===== config.mk =====
export PLATFORM = sky130hd
export DESIGN_NAME = ile_cell
export DESIGN_NICKNAME = d
export VERILOG_FILES = /design/src/rtl/ile_pkg.sv /design/src/rtl/ile_cell.sv
export SDC_FILE = /design/constraint.sdc
export NUM_CORES = 1
export LEC_CHECK = 0
export BUFFER_PORTS_ARGS = -buffer_cell sky130_fd_sc_hd__buf_2
export CORE_MARGIN = 2
export CORE_UTILIZATION = 45
export CTS_CLUSTER_SIZE = 40
export DETAILED_ROUTE_END_ITERATION = 6
export PLACE_DENSITY = 0.86
export SYNTH_ARGS = -nofsm -noshare
export SYNTH_HDL_FRONTEND = slang
export SYNTH_SLANG_ARGS = --single-unit

===== constraint.sdc =====
create_clock -name clk -period 5.1 [get_ports clk]
set_input_delay 0.255 -clock clk [delete_from_list [all_inputs] [get_ports clk]]
set_output_delay 0.255 -clock clk [all_outputs]
set_load 0.005 [all_outputs]

===== src/rtl/ile_pkg.sv =====
// ----------------------------------------------------------------------------
// ile_pkg
// Shared codes and types for the indexed list engine: request codes,
// status codes and the per-cell shift command.
// ----------------------------------------------------------------------------
package ile_pkg;

  // request codes
  localparam logic [2:0] F_PUSH     = 3'd0;
  localparam logic [2:0] F_POP      = 3'd1;
  localparam logic [2:0] F_INSERT   = 3'd2;
  localparam logic [2:0] F_REMOVE   = 3'd3;
  localparam logic [2:0] F_GET      = 3'd4;
  localparam logic [2:0] F_PUT      = 3'd5;
  localparam logic [2:0] F_SEARCH   = 3'd6;
  localparam logic [2:0] F_SRCH_DEL = 3'd7;

  // status codes
  localparam logic [1:0] ST_OK   = 2'd0;
  localparam logic [1:0] ST_MISS = 2'd1;
  localparam logic [1:0] ST_FULL = 2'd2;

  // command broadcast to every cell of the chain
  typedef enum logic [1:0] {
    CK_HOLD,    // keep contents
    CK_INSERT,  // cell p takes the word, cells above p up to n take left neighbor
    CK_DELETE,  // cells p .. n-2 take right neighbor
    CK_FILL     // cells n .. p-1 clear, cell p takes the word
  } cell_kind_t;

endpackage


===== src/rtl/ile_cell.sv =====
// ----------------------------------------------------------------------------
// ile_cell
// One slot of the list. Holds a word, shifts it to/from its neighbors on
// insert/delete, and compares it against the broadcast word for search.
// ----------------------------------------------------------------------------
module ile_cell #(
  parameter int WORD_BITS = 32,
  parameter int CMPW      = 8,
  parameter int IDX       = 0
) (
  input  logic                  clk,
  input  ile_pkg::cell_kind_t   kind,
  input  logic [CMPW-1:0]       p,
  input  logic [CMPW-1:0]       n,
  input  logic [WORD_BITS-1:0]  wr_word,
  input  logic [WORD_BITS-1:0]  left_q,
  input  logic [WORD_BITS-1:0]  right_q,
  output logic [WORD_BITS-1:0]  q,
  output logic                  hit
);
  import ile_pkg::*;

  localparam logic [CMPW-1:0] POS  = CMPW'(IDX);
  localparam logic [CMPW-1:0] POS1 = CMPW'(IDX + 1);

  logic [WORD_BITS-1:0] word_r, word_nxt;

  always_comb begin
    word_nxt = word_r;
    unique case (kind)
      CK_HOLD: word_nxt = word_r;
      CK_INSERT: begin
        if (POS == p) begin
          word_nxt = wr_word;
        end else if (POS > p && POS <= n) begin
          word_nxt = left_q;
        end
      end
      CK_DELETE: begin
        if (POS >= p && POS1 < n) begin
          word_nxt = right_q;
        end
      end
      CK_FILL: begin
        if (POS == p) begin
          word_nxt = wr_word;
        end else if (POS >= n && POS < p) begin
          word_nxt = '0;
        end
      end
      default: word_nxt = word_r;
    endcase
  end

  always_ff @(posedge clk) begin
    word_r <= word_nxt;
  end

  assign q   = word_r;
  // only live entries (below the count on n) can match
  assign hit = (word_r == wr_word) && (POS < n);

endmodule


== Word level (Yosys, flattened, before mapping) ==
Cells that the tools add are included.

* Order comparisons: 7
* Equal/unequal tests: 7
* Muxes and demuxes: 6
* Bitwise operators: 1
* Reduce and logical (&&, ||, !) cells: 7

{| class="wikitable"
|+ Operators with widths
! kind !! number
|-
| two-way mux 32 bit || 5
|-
| case mux 32 bit (3 select lines) || 1
|-
| equality test 32 bit || 1
|-
| < comparator 1 x 8 -> 1 bit (first input constant) || 3
|-
| greater-or-equal comparator 1 x 8 -> 1 bit (first input constant) || 2
|-
| > comparator 1 x 8 -> 1 bit (first input constant) || 1
|-
| <= comparator 1 x 8 -> 1 bit (first input constant) || 1
|-
| zero test 8 bit || 1
|-
| inequality test 3 bit (second input constant) || 2
|-
| equality test 2 bit (second input constant) || 2
|-
| logical AND 1 bit || 4
|-
| AND reduction 4 bit || 1
|-
| equality test 2 x 1 -> 1 bit (second input constant) || 1
|-
| zero test 2 bit || 1
|-
| inequality test 2 bit (second input constant) || 1
|-
| NOT 1 bit || 1
|}

* Flip-flop bits (word level): 32
* Input port bits: 115
* Output and inout bits: 33
* Word-level logic and storage cells: 29

== Logic depth before layout (Yosys ltp) ==
* Depth after elaboration: 5
* Mapped depth: 6
* Gate-level depth less buffers: 4

== Worst setup path after synthesis ==
Ideal clock, no wire load.

* Path kind: input -> register
* Start: in p[5]
* End: reg word_r[0], in the netlist q[0] (enable)
* Library setup time: 388 ps
* Arrival: 2165 ps
* Data required time: 4712 ps
* Slack: 2548 ps
* Cell stages on the path: 6
* Path buffers: 2
* Cells stage by stage: or4_1 > or2_1 > buf_6 > buf_6 > mux2i_1 > a21o_1

* Cells in the longest elaborated chain, start to end: 4
* Elaborated cells on any way between the ends: 11
* Classes of those cells: order compare (3); eq/ne (3); reduce/logical (5)

{| class="wikitable"
|+ Ends and longest elaborated chain
! what !! line !! RTL
|-
| start, declared || ile_cell.sv:13 || <nowiki>input logic [CMPW-1:0] p,</nowiki>
|-
| < comparator 1 x 8 -> 1 bit, or another cell as far along || ile_cell.sv:47 || <nowiki>end else if (POS >= n && POS < p) begin</nowiki>
|-
| logical AND 1 bit (on tied branches) || ile_cell.sv:47, ile_cell.sv:35, ile_cell.sv:40 ||
|-
| inequality test 3 bit (no line) / inequality test 2 bit (equally long branches) || - ||
|-
| AND reduction 4 bit (no line) * || - ||
|-
| end signal, assigned || ile_cell.sv:56 || <nowiki>word_r <= word_nxt;</nowiki>
|-
| end, declared || ile_cell.sv:26 || <nowiki>logic [WORD_BITS-1:0] word_r, word_nxt;</nowiki>
|}

Every way passes the cells marked *; elsewhere a longest branch is shown, timed or not.
A chain may end at the register's enable or synchronous reset.

== Worst setup path after layout ==
* Start: in p[5]
* End: reg word_r[2], in the netlist q[2] (enable)

Same word-level chain as after synthesis.

==> results.sh <==
export IMPL_io_buffers=147
export IMPL_crit_family="simple AND/OR/NAND/NOR gates"
export IMPL_viasPerCell=5.42
export IMPL_cts_tree="built"
export IMPL_grt_max_degree=35
export IMPL_slowest_delay_ns=0.68
export IMPL_drc=0
export IMPL_antenna_found_initial=0
export IMPL_drive_above_1_share_pct=46.9
export IMPL_ctsHoldBuffers=0
export IMPL_numCtsBuffers=5
export IMPL_ys_ff_latch=32
export IMPL_post_cts_buffers=0
export IMPL_vias=2222
export IMPL_rows=25
export IMPL_clock_path_buffers=2
export IMPL_clkSlewWorstSetupHoldPaths_ns=0.06
export IMPL_synthCells=198
export IMPL_outcome="finished, final reports clean"
export IMPL_cts_max_level=2
export IMPL_final_core_util_pct=64.5
export IMPL_power_density_nw_per_um2=191
export IMPL_n_antenna_cell=0
export IMPL_clock_fmax_mhz=401
export IMPL_io_pins=148
export IMPL_largest_reg_flops=32
export IMPL_critPathBufInv=2
export IMPL_syn_num_nets=313
export IMPL_ys_seq_area_share_pct=43.7
export IMPL_peakVddDrop_mv=0.152
export IMPL_ys_types=22
export IMPL_synth_top_area_share_pct=43.7
export IMPL_yosys_warnings=0
export IMPL_synth_top_area_cell="edfxtp_1"
export IMPL_cp_slowest_cell="or2_2"
export IMPL_detail_route_antenna_nets=0
export IMPL_cts_root_buf="clkbuf_8"
export IMPL_drtPass1Iterations=4
export IMPL_crit_required_ns=5.03
export IMPL_start_kind="input pin"
export IMPL_cts_resized=0
export IMPL_synthTopCellsByArea="edfxtp_1 (44%), mux2i_1 (15%), xor2_1 (13%)"
export IMPL_worst_pin_slew_ns=1.03
export IMPL_grt_pass1_wl_mm=9.53
export IMPL_relSlewSlack_pct=31.1
export IMPL_grt_busiest_layer="met2"
export IMPL_hp_class="input pin to flip-flop"
export IMPL_finalWirelength_mm=6.42
export IMPL_initial_core_util_pct=46.5
export IMPL_path_max_fanout=34
export IMPL_path_class="input pin to flip-flop"
export IMPL_synth_area_um2=2200
export IMPL_p_total_uw=583
export IMPL_layout_commonest_cell="buf_2"
export IMPL_gp_congestion=0.743
export IMPL_worstPathArrival_ns=2.43
export IMPL_p_leak_nw=1.46
export IMPL_dp_hpwl_mm=4.82
export IMPL_core_um2=4720
export IMPL_met1_usage_pct=27.7
export IMPL_layout_common_cells="buf_2 (147), mux2i_1 (32), xor2_1 (32), edfxtp_1 (32), a22oi_1 (31)"
export IMPL_final_nets=457
export IMPL_grtUsageMet3_pct=5.35
export IMPL_fin_crit_sh_pct=48.9
export IMPL_rsz0062_at_grt="no"
export IMPL_fin_crit_ns=2.50
export IMPL_track_usage_pct=23.1
export IMPL_dieArea_um2=5460
export IMPL_crit_chain="buf_2, or4_1, or2_2, mux2i_1, a21o_1, buf_4"
export IMPL_setup_violations=0
export IMPL_max_cap_violations=0
export IMPL_tns_ns=0
export IMPL_drt_wirelength_per_cell_um=15.6
export IMPL_first_global_vias=2092
export IMPL_syn2layout_area_growth_pct=38.7
export IMPL_hold_viol_final=0
export IMPL_slew_viol_final=0
export IMPL_drt_iter0_markers=118
export IMPL_die_w_um=73.9
export IMPL_critPathCaptureType="flip-flop"
export IMPL_synth_area_per_cell_um2=11.1
export IMPL_grt_overflow=0
export IMPL_die_h_um=73.9
export IMPL_globalRouteMet2Util_pct=41.3
export IMPL_clock_sinks=32
==> layer usage <==
layer  part of all wire (%)  wire length, um
met3                    8.8              563
met4                    1.1               71
met1                     39             2530
met5                      0                0
met2                     51             3250
==> through the flow <==
| step | cells | setup WS [ns] | area (um^2) | hold slack [ns] |
|---|---|---|---|---|
| after CTS | 410 | 2.62 | 3050 | 0.286 |
| after floorplan | 198 | 2.55 | 2200 | 0.459 |
| final | 410 | 2.60 | 3050 | 0.298 |
| after global placement | 402 | 2.37 | 2970 | 0.565 |
| after detailed placement | 402 | 2.33 | 2970 | 0.576 |
| after global routing | 410 | 2.53 | 3050 | 0.299 |
==> logic make-up (layout without fill, tap and decap cells) <==
kind of cell    after synthesis  in the layout  synth area share [%]
compound gates               66             66                  18.8
xor+xnor                     32             32                  12.8
mux                          32             32                  14.6
flops                        32             32                  43.7
simple gates                 21             21                  5.98
buf+inv                      15            160                  4.10
==> worst paths after layout <==
check                        from  cells past startpoint    end
worst max-delay path         p[5]                      6   q[2]
worst min-delay path  right_q[19]                      3  q[19]
==> power by group <==
part           internal [mW]  switching, mW
logic                 0.0553         0.0512
clock network         0.0925         0.0908
registers              0.293       0.000887
==> cells in the mapped netlist, drive strengths merged <==
master   n
nor2     2
clkbuf   6
a21o     1
nor4     9
edfxtp  32
inv      2
or4      2
nand2    1
buf      7
o21ai   33
mux2i   32
nor3     3
or2      1
xor2    32
a32oi    1
nand4    2
a22oi   31
nand2b   1
==> final cells by class <==
type                            instances  area [um^2]
Clock buffer                            5         68.8
Clock inverter                          3         13.8
Fill cell                             398         1680
Inverter                                2         7.51
Multi-Input combinational cell        151         1150
Sequential cell                        32          961
Tap cell                               67         83.8
Timing Repair Buffer                  150          758
No activity file was read; power rests on OpenSTA's default activity.
